$ cat config.mk
export PLATFORM = sky130hd
export DESIGN_NAME = ymodem_batch_receiver
export DESIGN_NICKNAME = d
export VERILOG_FILES = /design/src/rtl/core/ymr_pkg.sv /design/src/rtl/core/ymr_front.sv /design/src/rtl/core/ymr_back.sv /design/src/rtl/core/ymodem_batch_receiver.sv
export SDC_FILE = /design/constraint.sdc
export NUM_CORES = 1
export LEC_CHECK = 0
export ABC_AREA = 1
export BUFFER_PORTS_ARGS = -buffer_cell sky130_fd_sc_hd__buf_2
export CORE_AREA = 2 2 214 216
export CTS_BUF_LIST = sky130_fd_sc_hd__clkbuf_8
export CTS_CLUSTER_SIZE = 14
export DETAILED_ROUTE_END_ITERATION = 6
export DIE_AREA = 0 0 216 218
export GPL_TIMING_DRIVEN = 0
export SKIP_CTS_REPAIR_TIMING = 1
export SYNTH_ARGS = -nofsm -noshare
export SYNTH_HDL_FRONTEND = slang
export SYNTH_HIERARCHICAL = 1
export SYNTH_SLANG_ARGS = --single-unit
$ cat constraint.sdc
create_clock -name clk_i -period 10.14 [get_ports clk_i]
set_input_delay 1.521 -clock clk_i [delete_from_list [all_inputs] [get_ports clk_i]]
set_output_delay 1.521 -clock clk_i [all_outputs]
set_load 0.02 [all_outputs]
$ cat src/rtl/core/ymr_pkg.sv
// shared types and constants for the ymodem batch receiver
`default_nettype none
package ymr_pkg;
  localparam logic [7:0] B_SOH = 8'h01;
  localparam logic [7:0] B_STX = 8'h02;
  localparam logic [7:0] B_EOT = 8'h04;
  localparam logic [7:0] B_ACK = 8'h06;
  localparam logic [7:0] B_NAK = 8'h15;
  localparam logic [7:0] B_CAN = 8'h18;
  localparam logic [7:0] B_C   = 8'h43;

  localparam logic [1:0] CMD_BYTE  = 2'd0;
  localparam logic [1:0] CMD_TICK  = 2'd1;
  localparam logic [1:0] CMD_START = 2'd2;

  localparam logic [1:0] K_TX   = 2'd0;
  localparam logic [1:0] K_DATA = 2'd1;
  localparam logic [1:0] K_VERD = 2'd2;
  localparam logic [1:0] K_END  = 2'd3;

  localparam logic [2:0] V_KEPT  = 3'd0;
  localparam logic [2:0] V_DUP   = 3'd1;
  localparam logic [2:0] V_NAME  = 3'd2;
  localparam logic [2:0] V_REJ   = 3'd3;
  localparam logic [2:0] V_EMPTY = 3'd4;

  localparam logic [1:0] ES_DONE    = 2'd0;
  localparam logic [1:0] ES_CANCEL  = 2'd1;
  localparam logic [1:0] ES_SYNC    = 2'd2;
  localparam logic [1:0] ES_RETRANS = 2'd3;

  localparam logic [2:0] REG_HDR   = 3'd0;
  localparam logic [2:0] REG_BYTE  = 3'd1;
  localparam logic [2:0] REG_QUIET = 3'd2;
  localparam logic [2:0] REG_RETR  = 3'd3;
  localparam logic [2:0] REG_SYNC  = 3'd4;

  localparam logic [1:0] PS_NONE = 2'd0;
  localparam logic [1:0] PS_C    = 2'd1;
  localparam logic [1:0] PS_NAK  = 2'd2;

  localparam logic [10:0] SHORT_BLOCK = 11'd128;
  localparam logic [10:0] LONG_BLOCK  = 11'd1024;

  typedef enum logic [4:0] {
    PH_IDLE  = 5'b00001,
    PH_HDR   = 5'b00010,
    PH_CANW  = 5'b00100,
    PH_BLOCK = 5'b01000,
    PH_FLUSH = 5'b10000
  } phase_e;

  typedef enum logic [2:0] {
    PA_NONE, PA_EOT_NAK, PA_EOT_ACK, PA_CANCEL, PA_SYNC, PA_EMPTY, PA_RETRANS, PA_REJECT
  } action_e;

  typedef struct packed {
    logic [1:0] kind;
    logic [7:0] value;
    logic [2:0] vc;
    logic [1:0] es;
    logic       last;
  } res_t;

  typedef struct packed {
    logic [2:0] cnt;
    res_t [3:0] r;
  } bundle_t;

  // one bit-serial crc-16/xmodem byte update, eight narrow steps
  function automatic logic [15:0] crc_byte(input logic [15:0] c_in, input logic [7:0] b);
    logic [15:0] c;
    c = c_in ^ {b, 8'h00};
    for (int i = 0; i < 8; i++) c = c[15] ? ({c[14:0], 1'b0} ^ 16'h1021) : {c[14:0], 1'b0};
    return c;
  endfunction
endpackage
`default_nettype wire

$ cat src/rtl/core/ymr_front.sv
// protocol engine: classifies each request and builds its result bundle
`default_nettype none
module ymr_front (
  input  wire              clk_i,
  input  wire              rst_ni,
  input  wire              cfg_we_i,
  input  wire [2:0]        cfg_idx_i,
  input  wire [15:0]       cfg_data_i,
  input  wire              in_valid_i,
  output logic             in_ready_o,
  input  wire [1:0]        cmd_i,
  input  wire [7:0]        byte_i,
  output logic             b_valid_o,
  input  wire              b_ready_i,
  output ymr_pkg::bundle_t b_data_o
);
  import ymr_pkg::*;

  logic [15:0] hdr_w_q, byte_w_q, quiet_q;
  logic [4:0]  rlim_q;
  logic [6:0]  sync_q;

  phase_e      ph_q, ph_d;
  logic [15:0] tick_q, tick_d;
  logic [6:0]  retry_q, retry_d;
  logic [1:0]  ps_q, ps_d;
  logic        crc_q, crc_d, feot_q, feot_d, nod_q, nod_d, long_q, long_d, fdz_q, fdz_d;
  logic [7:0]  exp_q, exp_d;
  logic [4:0]  rl_q, rl_d;
  logic [10:0] pos_q, pos_d;
  logic [15:0] bnp_q, bnp_d, run_q, run_d, rcv_q, rcv_d;
  action_e     pa_q, pa_d;

  bundle_t     bun;
  logic        bv_q;
  bundle_t     bd_q;

  // config registers
  always_ff @(posedge clk_i or negedge rst_ni) begin
    if (!rst_ni) begin
      hdr_w_q <= 16'd2000; byte_w_q <= 16'd1000; quiet_q <= 16'd1500;
      rlim_q <= 5'd25; sync_q <= 7'd64;
    end else if (cfg_we_i) begin
      case (cfg_idx_i)
        REG_HDR:   hdr_w_q <= cfg_data_i;
        REG_BYTE:  byte_w_q <= cfg_data_i;
        REG_QUIET: quiet_q <= cfg_data_i;
        REG_RETR:  rlim_q <= cfg_data_i[4:0];
        REG_SYNC:  sync_q <= cfg_data_i[6:0];
        default: ;
      endcase
    end
  end

  assign in_ready_o = !bv_q || b_ready_i;
  wire acc = in_valid_i && in_ready_o;

  // next-state and result building
  always_comb begin
    logic [10:0] size, posn;
    logic [7:0]  blk, cmp, prev;
    logic        ok, abort_now, go_try, go_flush_end, go_done;
    logic [6:0]  lim7, rinc;
    logic [15:0] lim;
    logic [15:0] tk;
    action_e     a;
    ph_d = ph_q; tick_d = tick_q; retry_d = retry_q; ps_d = ps_q; crc_d = crc_q;
    feot_d = feot_q; nod_d = nod_q; long_d = long_q; fdz_d = fdz_q; exp_d = exp_q;
    rl_d = rl_q; pos_d = pos_q; bnp_d = bnp_q; run_d = run_q; rcv_d = rcv_q; pa_d = pa_q;
    bun = '0;
    go_try = 1'b0; go_flush_end = 1'b0; go_done = 1'b0;
    size = long_q ? LONG_BLOCK : SHORT_BLOCK;
    posn = pos_q + 11'd1;
    blk = 8'h00; cmp = 8'h00; prev = 8'h00; ok = 1'b0; abort_now = 1'b0;
    lim = 16'd0; tk = 16'd0; a = PA_NONE;
    lim7 = (sync_q == 7'd0) ? 7'd1 : sync_q;
    rinc = 7'd0;
    if (cmd_i == CMD_START) begin
      ps_d = PS_C; crc_d = 1'b0; exp_d = 8'd1; feot_d = 1'b1; nod_d = 1'b1;
      rl_d = rlim_q; retry_d = 7'd0; pa_d = PA_NONE; pos_d = 11'd0;
      bun.r[0] = '{K_TX, B_C, 3'd0, 2'd0, 1'b0}; bun.cnt = 3'd1;
      ph_d = PH_HDR; tick_d = 16'd0;
    end else if (cmd_i == CMD_BYTE) begin
      case (ph_q)
        PH_HDR: begin
          if (byte_i == B_SOH || byte_i == B_STX) begin
            long_d = (byte_i == B_STX);
            if (ps_q == PS_C) crc_d = 1'b1;
            ps_d = PS_NONE; pos_d = 11'd0; bnp_d = 16'd0; run_d = 16'd0;
            rcv_d = 16'd0; fdz_d = 1'b0; ph_d = PH_BLOCK; tick_d = 16'd0;
          end else if (byte_i == B_EOT) begin
            ph_d = PH_FLUSH; tick_d = 16'd0; pa_d = feot_q ? PA_EOT_NAK : PA_EOT_ACK;
          end else if (byte_i == B_CAN) begin
            ph_d = PH_CANW; tick_d = 16'd0;
          end else go_try = 1'b1;
        end
        PH_CANW: begin
          if (byte_i == B_CAN) begin
            ph_d = PH_FLUSH; tick_d = 16'd0; pa_d = PA_CANCEL;
          end else go_try = 1'b1;
        end
        PH_BLOCK: begin
          tick_d = 16'd0;
          if (pos_q == 11'd0) bnp_d = {byte_i, 8'h00};
          else if (pos_q == 11'd1) bnp_d = {bnp_q[15:8], byte_i};
          else if (pos_q < size + 11'd2) begin
            if (pos_q == 11'd2) fdz_d = (byte_i == 8'h00);
            run_d = crc_q ? crc_byte(run_q, byte_i) : {8'h00, run_q[7:0] + byte_i};
            bun.r[0] = '{K_DATA, byte_i, 3'd0, 2'd0, 1'b0}; bun.cnt = 3'd1;
          end else rcv_d = {rcv_q[7:0], byte_i};
          pos_d = posn;
          if (posn >= size + 11'd3 + {10'd0, crc_q}) go_done = 1'b1;
        end
        PH_FLUSH: tick_d = 16'd0;
        default: ;
      endcase
    end else if (cmd_i == CMD_TICK && ph_q != PH_IDLE) begin
      tk = (tick_q != 16'hFFFF) ? tick_q + 16'd1 : tick_q;
      tick_d = tk;
      if (ph_q == PH_HDR) lim = hdr_w_q;
      else if (ph_q == PH_FLUSH) lim = quiet_q;
      else lim = byte_w_q;
      if (tk >= lim) begin
        tick_d = 16'd0;
        if (ph_q == PH_HDR || ph_q == PH_CANW) go_try = 1'b1;
        else if (ph_q == PH_BLOCK) begin
          bun.r[0] = '{K_VERD, {5'd0, V_REJ}, V_REJ, 2'd0, 1'b0}; bun.cnt = 3'd1;
          ph_d = PH_FLUSH; pa_d = PA_REJECT;
        end else go_flush_end = 1'b1;
      end
    end

    // block completion
    if (go_done) begin
      blk = bnp_d[15:8]; cmp = bnp_d[7:0];
      ok = crc_q ? (run_d == rcv_d) : (run_d[7:0] == rcv_d[7:0]);
      prev = exp_q - 8'd1;
      if (blk == 8'h00 && cmp == 8'hFF && ok && nod_q) begin
        if (fdz_d) begin
          bun.r[0] = '{K_VERD, {5'd0, V_EMPTY}, V_EMPTY, 2'd0, 1'b0};
          bun.r[1] = '{K_TX, B_ACK, 3'd0, 2'd0, 1'b0}; bun.cnt = 3'd2;
          ph_d = PH_FLUSH; tick_d = 16'd0; pa_d = PA_EMPTY;
        end else begin
          bun.r[0] = '{K_VERD, {5'd0, V_NAME}, V_NAME, 2'd0, 1'b0};
          bun.r[1] = '{K_TX, B_ACK, 3'd0, 2'd0, 1'b0};
          bun.r[2] = '{K_TX, B_C, 3'd0, 2'd0, 1'b0}; bun.cnt = 3'd3;
          retry_d = 7'd0; ph_d = PH_HDR; tick_d = 16'd0;
        end
      end else if (blk == ~cmp && (blk == exp_q || blk == prev) && ok) begin
        nod_d = 1'b0;
        if (blk == exp_q) begin
          bun.r[0] = '{K_VERD, {5'd0, V_KEPT}, V_KEPT, 2'd0, 1'b0};
          exp_d = exp_q + 8'd1; rl_d = rlim_q; abort_now = (rlim_q == 5'd0);
        end else begin
          bun.r[0] = '{K_VERD, {5'd0, V_DUP}, V_DUP, 2'd0, 1'b0};
          abort_now = (rl_q <= 5'd1);
          if (rl_q != 5'd0) rl_d = rl_q - 5'd1;
        end
        if (abort_now) begin
          bun.cnt = 3'd1; ph_d = PH_FLUSH; tick_d = 16'd0; pa_d = PA_RETRANS;
        end else begin
          bun.r[1] = '{K_TX, B_ACK, 3'd0, 2'd0, 1'b0}; bun.cnt = 3'd2;
          retry_d = 7'd0; ph_d = PH_HDR; tick_d = 16'd0;
        end
      end else begin
        bun.r[0] = '{K_VERD, {5'd0, V_REJ}, V_REJ, 2'd0, 1'b0}; bun.cnt = 3'd1;
        ph_d = PH_FLUSH; tick_d = 16'd0; pa_d = PA_REJECT;
      end
    end

    // end of a flush
    if (go_flush_end) begin
      a = pa_q; pa_d = PA_NONE;
      case (a)
        PA_EOT_NAK: begin
          bun.r[0] = '{K_TX, B_NAK, 3'd0, 2'd0, 1'b0}; bun.cnt = 3'd1;
          feot_d = 1'b0; go_try = 1'b1;
        end
        PA_EOT_ACK: begin
          bun.r[0] = '{K_TX, B_ACK, 3'd0, 2'd0, 1'b0};
          bun.r[1] = '{K_TX, B_C, 3'd0, 2'd0, 1'b0}; bun.cnt = 3'd2;
          feot_d = 1'b1; nod_d = 1'b1; exp_d = 8'd1; retry_d = 7'd0;
          if (ps_q == PS_C) begin
            bun.r[2] = '{K_TX, B_C, 3'd0, 2'd0, 1'b0}; bun.cnt = 3'd3;
          end else if (ps_q == PS_NAK) begin
            bun.r[2] = '{K_TX, B_NAK, 3'd0, 2'd0, 1'b0}; bun.cnt = 3'd3;
          end
          ph_d = PH_HDR; tick_d = 16'd0;
        end
        PA_CANCEL: begin
          bun.r[0] = '{K_TX, B_ACK, 3'd0, 2'd0, 1'b0};
          bun.r[1] = '{K_END, {6'd0, ES_CANCEL}, 3'd0, ES_CANCEL, 1'b0}; bun.cnt = 3'd2;
          ph_d = PH_IDLE;
        end
        PA_SYNC, PA_EMPTY, PA_RETRANS: begin
          bun.r[0] = '{K_TX, B_CAN, 3'd0, 2'd0, 1'b0};
          bun.r[1] = '{K_TX, B_CAN, 3'd0, 2'd0, 1'b0};
          bun.r[2] = '{K_TX, B_CAN, 3'd0, 2'd0, 1'b0};
          bun.r[3].kind = K_END; bun.r[3].vc = 3'd0; bun.r[3].last = 1'b0;
          bun.r[3].es = (a == PA_SYNC) ? ES_SYNC : (a == PA_EMPTY) ? ES_DONE : ES_RETRANS;
          bun.r[3].value = {6'd0, bun.r[3].es};
          bun.cnt = 3'd4; ph_d = PH_IDLE;
        end
        default: begin
          bun.r[0] = '{K_TX, B_NAK, 3'd0, 2'd0, 1'b0}; bun.cnt = 3'd1;
          retry_d = 7'd0; ph_d = PH_HDR; tick_d = 16'd0;
        end
      endcase
    end

    // next header try, appends at most one poll after the results above
    if (go_try) begin
      rinc = retry_d + 7'd1;
      retry_d = rinc;
      if (rinc < lim7 || ps_q == PS_C) begin
        if (!(rinc < lim7)) begin
          ps_d = PS_NAK; retry_d = 7'd0;
        end
        bun.r[bun.cnt[1:0]].kind = K_TX;
        bun.r[bun.cnt[1:0]].value = (ps_d == PS_C) ? B_C : B_NAK;
        if (ps_d != PS_NONE) bun.cnt = bun.cnt + 3'd1;
        ph_d = PH_HDR; tick_d = 16'd0;
      end else begin
        ph_d = PH_FLUSH; tick_d = 16'd0; pa_d = PA_SYNC;
      end
    end
    if (bun.cnt != 3'd0) bun.r[bun.cnt[1:0] - 2'd1].last = 1'b1;
  end

  // protocol state
  always_ff @(posedge clk_i or negedge rst_ni) begin
    if (!rst_ni) begin
      ph_q <= PH_IDLE; tick_q <= 16'd0; retry_q <= 7'd0; ps_q <= PS_C; crc_q <= 1'b0;
      exp_q <= 8'd1; feot_q <= 1'b1; nod_q <= 1'b1; rl_q <= 5'd25; pos_q <= 11'd0;
      long_q <= 1'b0; bnp_q <= 16'd0; run_q <= 16'd0; rcv_q <= 16'd0; fdz_q <= 1'b0;
      pa_q <= PA_NONE; bv_q <= 1'b0;
    end else begin
      if (acc) begin
        ph_q <= ph_d; tick_q <= tick_d; retry_q <= retry_d; ps_q <= ps_d; crc_q <= crc_d;
        exp_q <= exp_d; feot_q <= feot_d; nod_q <= nod_d; rl_q <= rl_d; pos_q <= pos_d;
        long_q <= long_d; bnp_q <= bnp_d; run_q <= run_d; rcv_q <= rcv_d; fdz_q <= fdz_d;
        pa_q <= pa_d;
        bv_q <= (bun.cnt != 3'd0);
      end else if (b_ready_i) bv_q <= 1'b0;
    end
  end

  // bundle register
  always_ff @(posedge clk_i) begin
    if (acc) bd_q <= bun;
  end

  assign b_valid_o = bv_q;
  assign b_data_o  = bd_q;
endmodule
`default_nettype wire

$ cat src/rtl/core/ymr_back.sv
// result queue and drain: two-deep bundle queue sent out one result per handshake
`default_nettype none
module ymr_back (
  input  wire              clk_i,
  input  wire              rst_ni,
  input  wire              b_valid_i,
  output logic             b_ready_o,
  input  ymr_pkg::bundle_t b_data_i,
  output logic             out_valid_o,
  input  wire              out_ready_i,
  output ymr_pkg::res_t    out_res_o
);
  import ymr_pkg::*;

  bundle_t    q_mem [2];
  logic       wp_q, rp_q;
  logic [1:0] n_q;
  logic [1:0] idx_q;

  wire push = b_valid_i && b_ready_o;
  wire take = out_valid_o && out_ready_i;
  wire pop  = take && (idx_q == q_mem[rp_q].cnt[1:0] - 2'd1);

  assign b_ready_o   = (n_q != 2'd2);
  assign out_valid_o = (n_q != 2'd0);
  assign out_res_o   = q_mem[rp_q].r[idx_q];

  // queue storage
  always_ff @(posedge clk_i) begin
    if (push) q_mem[wp_q] <= b_data_i;
  end

  // pointers and drain index
  always_ff @(posedge clk_i or negedge rst_ni) begin
    if (!rst_ni) begin
      wp_q <= 1'b0; rp_q <= 1'b0; n_q <= 2'd0; idx_q <= 2'd0;
    end else begin
      if (push) wp_q <= ~wp_q;
      if (pop) begin
        rp_q <= ~rp_q; idx_q <= 2'd0;
      end else if (take) idx_q <= idx_q + 2'd1;
      n_q <= n_q + {1'b0, push} - {1'b0, pop};
    end
  end
endmodule
`default_nettype wire

$ cat src/rtl/core/ymodem_batch_receiver.sv
// top level of the ymodem batch receiver
//  channel | dir | tdata                  | tuser
//  s_axis  | in  | [7:0] rx_byte          | [1:0] cmd
//  m_axis  | out | [7:0] value, [10:8] verdict_code, [12:11] end_status | kind ; tlast=last
//  cfg     | in  | cfg_we_i, cfg_idx_i, cfg_data_i
// one request accepted per cycle while s_axis_tready is high; it yields zero to four results,
// sent out one per cycle while m_axis_tready is high
// a two-bundle queue between engine and drain lets each side stall alone
// rst_ni clears all control state asynchronously
`default_nettype none
module ymodem_batch_receiver (
  input  wire         clk_i,
  input  wire         rst_ni,
  input  wire         cfg_we_i,
  input  wire  [2:0]  cfg_idx_i,
  input  wire  [15:0] cfg_data_i,
  input  wire         s_axis_tvalid,
  output logic        s_axis_tready,
  input  wire  [7:0]  s_axis_tdata,   // rx_byte
  input  wire  [1:0]  s_axis_tuser,   // cmd
  output logic        m_axis_tvalid,
  input  wire         m_axis_tready,
  output logic [15:0] m_axis_tdata,   // value, verdict_code, end_status
  output logic [1:0]  m_axis_tuser,   // kind
  output logic        m_axis_tlast
);
  import ymr_pkg::*;

  logic    bv, br;
  bundle_t bd;
  res_t    r;

  ymr_front u_front (
    .clk_i, .rst_ni, .cfg_we_i, .cfg_idx_i, .cfg_data_i,
    .in_valid_i(s_axis_tvalid), .in_ready_o(s_axis_tready),
    .cmd_i(s_axis_tuser), .byte_i(s_axis_tdata),
    .b_valid_o(bv), .b_ready_i(br), .b_data_o(bd)
  );

  ymr_back u_back (
    .clk_i, .rst_ni, .b_valid_i(bv), .b_ready_o(br), .b_data_i(bd),
    .out_valid_o(m_axis_tvalid), .out_ready_i(m_axis_tready), .out_res_o(r)
  );

  assign m_axis_tdata = {3'd0, r.es, r.vc, r.value};
  assign m_axis_tuser = r.kind;
  assign m_axis_tlast = r.last;
endmodule
`default_nettype wire

* Word-level counts from Yosys, hierarchy flattened
Memories as Yosys holds them, arrays and structs flattened.
Cells that the tools add are included.
** Storage, ports and cells
- Bits in registers :: 244
- Memory bits (writable) :: 134
- Output and inout bits :: 21
- Memories kept :: 1
** Cells by class
- Add/subtract/negate cells :: 16
- $lt $le $gt $ge :: 10
- Equality and inequality tests :: 36
- Multiplexer cells :: 241
- Bitwise operators :: 13
- Reduce and logical (&&, ||, !) cells :: 49
** Memory list
- u_back.q_mem :: words 2, width 67, read ports 1, clocked after memory_dff 0, write ports 1, RTL line ymr_back.sv:15 : bundle_t q_mem [2];
** Operators with widths (number)
- $mux W16 :: 49
- $mux W67 :: 3
- $bwmux W64 :: 3
- $mux W13 :: 10
- $pmux W16 S2 :: 4
- $mux W5 :: 24
- $mux W7 :: 14
- $demux W16 S2 :: 3
- $pmux W16 S3 :: 2
- $mux W3 :: 28
- $mux W64 :: 1
- $mux W8 :: 8
- $mux W1 :: 55
- $mux W48 :: 1
- $mux W11 :: 4
- $pmux W11 S2 :: 2
- $bmux W16 S2 :: 1
- $eq A8 B8 Y1 :: 4
- $mux W2 :: 16
- $mux W32 :: 1
- $mux W9 :: 3
- $not A3 Y3 :: 8
- $add A11 B2 Y11 const B :: 2
- $pmux W5 S2 :: 2
- 69 further kinds :: 117

* Depth between registers and ports, before layout
Gate-level depths: netlist (run 1).
- Word-level depth :: 53
- Gate-level depth with buffers :: 46
- Gate-level depth less buffers :: 46

* Hierarchy
Netlist (run 1), hierarchy kept.
** Modules (own cells, without submodules)
- ymr_front :: times used 1, cells each 1962, area each 14406.3 um^2, seq. area each 5519.0 um^2
- ymr_back :: times used 1, cells each 417, area each 5450.2 um^2, seq. area each 4113.9 um^2
- ymodem_batch_receiver :: times used 1, cells each 4, area each 26.3 um^2, seq. area each 0.0 um^2

* Worst setup path after synthesis (run 1)
No wires, ideal clock.
- Path type :: input-to-reg
- From :: input port s_axis_tdata[0]
- To :: register u_front.bd_q (netlist bit u_front/b_data_o[8]), data pin
- Setup time :: 0.263 ns
- Data arrival time :: 6.035 ns
- Setup slack :: 3.842 ns
- Stages :: 32
- Buffers on the path :: 0
- Path through :: ha_1 > fa_1 > nand2_1 > nand2_1 > or2_2 > a21oi_1 > nor2_1 > a21oi_2 > nand2_1 > nand2_1 > nand3_1 > nor2_1 > nand2_1 > a21oi_4 > nand3_2 > nand3_4 > nand2_4 > nor3_4 > ha_1 > inv_1 > nor4_2 > nand3_1 > xor2_1 > ha_1 > nand2_1 > nor2_1 > a211oi_1 > nand2_4 > nor3_2 > inv_2 > nor2_2 > a31oi_1
** RTL lines
- start: declaration :: RTL line ymodem_batch_receiver.sv:19 : input wire [7:0] s_axis_tdata,
- end signal: assignment :: RTL line ymr_front.sv:250 : if (acc) bd_q <= bun;
- end: declaration :: RTL line ymr_front.sv:36 : bundle_t bd_q;

==> qor.yml, run 1 <==
r2r_start: "u_front/tick_q[0]"
hold_ws_ns: 0.436
antennaDiodeCount: 0
die-area_sq_um: 47100
slowest_stage: "nor3_1"
clock_path_buffers: 3
holdPathEnd: "u_back/q_mem[0][7]"
die_w_um: 216
postSynthAreaPerCell_sq_um: 8.34
grt_max_degree: 107
grt_pass1_wl_um: 90800
die_h_um: 218
worstSetupPathType: "flip-flop to flip-flop"
rr_worst_depth: 42
critPathTopFamily: "simple AND/OR/NAND/NOR gates"
reg2reg_slack_ns: 1.85
final-max-slew-violation-count: 0
post-dp-hpwl_um: 42200
wl_per_cell_um: 18.0
root_buffer: "clkbuf_8"
synthesis.area_sq_um: 19800
nets: 2618
place_area_sq_um: 21100
endpoint_kind: "flip-flop"
critPathRequiredTime_ns: 10.48
worstHoldStart: "u_front/b_data_o[7]"
timing.final.crit_share: 0.817
critPathArrivalTime_ns: 8.62
drive_above_1_share: 0.132
finalHoldViolations: 0
cts.sinks: 348
io_buffers: 49
min_period_ns: 8.29
max_freq_mhz: 121
antenna_found_initial: 0
initial_core_util: 0.442
maxSlewHeadroom: 0.302
crit_path_start_kind: "flip-flop"
clk_transition_reported_paths_ns: 0.06
first_iter_violations: 1515
outcome: "finished clean"
core_area_sq_um: 44900
area_growth_pct: 12.7
clk_latency_ns: 0.64
place_congestion: 0.924
drc: 0
dr.pass1.iters: 7
setup_viol: 0
htree_levels: 3
power_density_nw_per_um2: 238
fin_area_sq_um: 22400
slowest_delay_ns: 0.65
grt_pass1_vias: 16600
synthCells: 2381
fin_skew_ns: 0.0334
timing.rr.end: "u_front/b_data_o[8]"
p_leak_nw: 9.75
drv_cap: 0
min_path_type: "flip-flop to flip-flop"
vdd_drop_max_mv: 0.249
tns_ns: 0
rsz0062_at_grt: "no"
worst_pin_slew_ns: 1.04
nFillCells: 4334
final_antenna_net_count: 0
viasPerCell: 5.42
io-pin-count: 55
min_path_cells: 0
ys_warn_count: 6
path_buf_inv: 6
cts_buffers: 66
rows: 78
wl_um: 57300
cp_max_fo: 7
vias: 17200
track_usage: 0.246
cts_tree: "built"
gr-total-overflow: 0
crit_top_cell: "nand2_1"
-- through the flow --
stage | total power, W | cells | utilization | worst slack, ns
after global placement | 0.00397 | 3054 | 0.466 | 2.03
final | 0.00533 | 3176 | 0.498 | 1.85
after floorplan | 0.00333 | 2405 | - | 3.84
after detailed placement | 0.00402 | 3060 | 0.470 | 1.93
after global routing | 0.00570 | 3176 | 0.498 | 1.20
after CTS | 0.00536 | 3176 | 0.498 | 1.90
-- worst max-delay path by stage --
| stage | start | end | cells after the start |
|---|---|---|---|
| after global placement | u_front/tick_q[0] | u_front/b_data_o[48] | 43 |
| after floorplan | s_axis_tdata[0] | u_front/b_data_o[8] | 32 |
| after CTS | u_front/tick_q[0] | u_front/b_data_o[48] | 43 |
| after detailed placement | u_front/tick_q[0] | u_front/b_data_o[48] | 43 |
| final | u_front/tick_q[0] | u_front/b_data_o[8] | 42 |
| after global routing | u_front/tick_q[0] | u_front/b_data_o[8] | 42 |
-- flip-flops by register name, indices dropped and copies added, names as in the netlist, 7 cells and up --
signal,flops
u_back/q_mem,132
u_front/b_data_o,39
u_front/bnp_q,16
u_front/byte_w_q,16
u_front/hdr_w_q,16
u_front/quiet_q,16
u_front/rcv_q,16
u_front/run_q,16
u_front/tick_q,16
u_front/pos_q,11
u_front/exp_q,8
u_front/retry_q,7
u_front/sync_q,7
-- worst reg2reg max path, delay by kind of cell, from the launching register on --
family / cells / cell delay [ns]
XOR/XNOR: 1 / 0.22
adder cells (fa/ha/maj): 4 / 1.02
flip-flops: 1 / 0.41
AND/OR/NAND/NOR: 24 / 4.38
buffers and inverters: 6 / 0.79
AO/OA/AOI/OAI: 7 / 1.17
-- cell type report --
| class | instances | area [sq um] | share of cell area |
|---|---|---|---|
| repair buffers | 55 | 390 | 0.0175 |
| clock buffers | 80 | 1100 | 0.0492 |
| multi-input cells | 1688 | 8760 | 0.392 |
| well taps | 600 | 751 | 0.0336 |
| inverters | 260 | 981 | 0.0439 |
| flip-flops and latches | 348 | 9600 | 0.429 |
| plain buffers | 109 | 608 | 0.0272 |
| clock inverters | 36 | 171 | 0.00766 |
-- per-layer routing --
layer	GRT usage	wire, um
met4	0.105	1750
met2	0.405	27100
met1	0.325	25200
met3	0.0375	3220
met5	0	0
-- report_power, final --
group	internal [W]	leakage, nW	switching [W]	total [W]
combinational	0.000646	5.18	0.00140	0.00205
sequential	0.00180	3.84	0.000160	0.00196
clock	0.000716	0.726	0.000604	0.00132
total	0.00316	9.75	0.00217	0.00533
-- layout by cell type, fill, tap and decap left out, types with 45 or more instances in the layout --
| cell type | count |
|---|---|
| a21oi_1 | 50 |
| nor2_1 | 194 |
| xor2_1 | 45 |
| ha_1 | 55 |
| inv_1 | 250 |
| buf_2 | 58 |
| clkbuf_8 | 80 |
| nand3_1 | 115 |
| edfxtp_1 | 171 |
| o22ai_1 | 70 |
| nand2_1 | 604 |
| dfrtp_1 | 146 |
| o21ai_0 | 264 |
| clkbuf_1 | 53 |
(Power assumes the default switching activity.)
==> inputs of run 2 (changes only) <==
ABC_AREA = 0   (was 1)
CORE_AREA = 2 2 212 214   (was 2 2 214 216)
DIE_AREA = 0 0 214 216   (was 0 0 216 218)
clock period = 6.7 ns   (was 10.14 ns; I/O delays follow)
==> run 2 against run 1 <==
  * The flow now finishes with violations (setup timing)
  * Synthesized cell count is 26% lower
  * Flip-flop and latch count did not move
  * Non-clock buffer count is 73 higher
  * Clock-buffer cell count fell by 15
  * Sequential power rose by 37%
  * Die area fell by 1.8%
  * Hold slack worse by 0.15 ns
  * First-iteration DRC count is 25% lower
  * Cell area increased by 3.2%
  * Clock power increased by 55%
  * Via count down 14%
  * Utilization rose by 2.9 points
  * Largest power group is now sequential cells
==> qor.yml, run 2 <==
ys_warn_count: 6  # unchanged
finalHoldViolations: 0  # unchanged
drive_above_1_share: 0.270  # +0.139
htree_levels: 2  # -1
final-max-slew-violation-count: 0  # unchanged
final_antenna_net_count: 0  # unchanged
outcome: "complete, but fails checks"
postSynthAreaPerCell_sq_um: 11.0  # +32%
grt_max_degree: 113  # +5.6%
reg2reg_slack_ns: -0.41  # -2.26 ns
slowest_delay_ns: 0.54  # -0.11 ns
worstSetupPathType: "input port to flip-flop"
swShare: 0.318  # -0.0881
cts.sinks: 348  # unchanged
drc: 0  # unchanged
timing.final.crit_share: 1.06
violations: "setup timing"
die_h_um: 216  # -0.92%
first_iter_violations: 1136  # -25%
clk_transition_reported_paths_ns: 0.06  # about the same
synthCells: 1771  # -26%
p_int_w: 0.00449  # +42%
area_growth_pct: 18.5
setup_viol: 39  # +39
min_path_type: "input port to async pin"
place_congestion: 0.928  # +0.44%
critPathRequiredTime_ns: 7.10  # -3.38 ns
timing.rr.end: "u_front/b_data_o[10]"
initial_core_util: 0.445  # +0.00239
die_w_um: 214  # -0.93%
max_freq_mhz: 140
regArea_sq_um: 9610  # about the same
cp_max_fo: 10  # +3
cts_tree: "built"
synthesis.area_sq_um: 19500  # -1.8%
grt_pass1_wl_um: 81800  # -10%
fin_skew_ns: 0.0414  # +0.00800 ns
startpoint: "s_axis_tdata[2]"
drv_cap: 0  # unchanged
die-area_sq_um: 46200  # -1.8%
combinationalPowerShare: 0.281  # -0.104
io-pin-count: 55  # unchanged
nFillCells: 3856  # -11%
crit_top_cell: "buf_6"
endpoint_kind: "flip-flop"
viasPerCell: 5.68  # +4.8%
postLayoutCoreUtil: 0.527  # +0.0286
rr_worst_depth: 37  # -12%
regMostFlops: "u_back/q_mem"
layout_common_cells: "edfxtp_1 (171), nand2_1 (149), dfrtp_1 (142), o21ai_0 (118), nor2_1 (102)"
grt_pass1_vias: 14500  # -13%
antenna_found_initial: 3  # +3
dr.pass1.iters: 6  # -1
crit_path_start_kind: "input port"
gr-total-overflow: 0  # unchanged
nets: 2050  # -22%
critPathArrivalTime_ns: 7.54  # -1.08 ns
wl_per_cell_um: 20.1  # +12%
largest_reg_flops: 132  # unchanged
rsz0062_at_grt: "yes"
hold_ws_ns: 0.289  # -0.147 ns
track_usage: 0.224  # -0.0226
worst_pin_slew_ns: 1.28  # +0.243 ns
cts_buffers: 61  # -7.6%
clk_latency_ns: 0.68  # +0.04 ns
switching_power_w: 0.00210  # -3.2%
seqPwrFrac: 0.408  # +0.040
core_area_sq_um: 43800  # -2.4%
mostFrequentLayoutCell: "edfxtp_1"
slowest_stage: "or4_4"
p_leak_nw: 9.41  # -3.5%
multi_input_area_sq_um: 9780  # +12%
wl_um: 52400  # -8.6%
power_density_nw_per_um2: 285  # +20%
timing.final.ws_setup_ns: -0.431  # -2.28 ns
rows: 77  # -1.3%
min_period_ns: 7.13
post-dp-hpwl_um: 36100  # -15%
io_buffers: 49  # unchanged
maxSlewHeadroom: 0.134  # -0.168
vdd_drop_max_mv: 0.182  # -27%
clock_path_buffers: 3  # unchanged
r2r_start: "u_front/tick_q[4]"
pwr-share-clk: 0.311  # +0.063
power_w: 0.00658  # +24%
vias: 14800  # -14%
root_buffer: "clkbuf_8"
[run 2: per-stage QoR]
step,TNS [ns],setup WS [ns],cells,cell area (sq um)
2_1_floorplan,-5.75,-0.293,1795,19700
3_3_place_gp,-67.45,-1.97,2436,20700
3_5_place_dp,-67.40,-1.96,2441,20800
4_1_cts,-64.38,-1.87,2554,22100
5_1_grt,-24.34,-0.772,2603,23100
6_report,-10.47,-0.431,2604,23100
[run 2: power groups by stage]
stage          Sequential, W  Combinational (W)  Clock [W]
6_report             0.00269            0.00185    0.00205
3_3_place_gp         0.00272            0.00170          0
3_5_place_dp         0.00272            0.00175          0
4_1_cts              0.00268            0.00176    0.00211
2_1_floorplan        0.00268            0.00126          0
5_1_grt              0.00271            0.00201    0.00220
[run 2: critical path: cells and delay by family]
kind,cells,cell delay (ns)
xor+xnor,1,0.11
compound gates,8,1.86
simple gates,14,2.70
buf+inv,6,1.06
fa+ha+maj,2,0.41
mux,2,0.40
[run 2: cell type report]
| type | count | area share |
|---|---|---|
| diodes | 2 | 0.000217 |
| plain buffers | 126 | 0.0312 |
| clock buffers | 65 | 0.0387 |
| clock inverters | 48 | 0.0166 |
| inverters | 39 | 0.00634 |
| multi-input cells | 1273 | 0.423 |
| flip-flops and latches | 348 | 0.416 |
| well taps | 592 | 0.0321 |
| repair buffers | 111 | 0.0354 |
[run 2: worst max-delay path by stage]
stage	endpoint	slack (ns)	cells after the start
finish	u_front/b_data_o[10]	-0.43	33
floorplan	u_front/b_data_o[0]	-0.29	31
global route	u_front/b_data_o[10]	-0.77	37
global placement	u_front/b_data_o[26]	-1.97	30
detailed placement	u_front/b_data_o[26]	-1.96	30
CTS	u_front/b_data_o[26]	-1.87	36
[run 2: layer usage]
layer,share of wire,vias to the layer above,track usage
li1,-,6967,-
met1,0.45,7275,0.307
met5,0.00021,-,0
met2,0.47,453,0.360
met4,0.027,2,0.0776
met3,0.057,100,0.0376
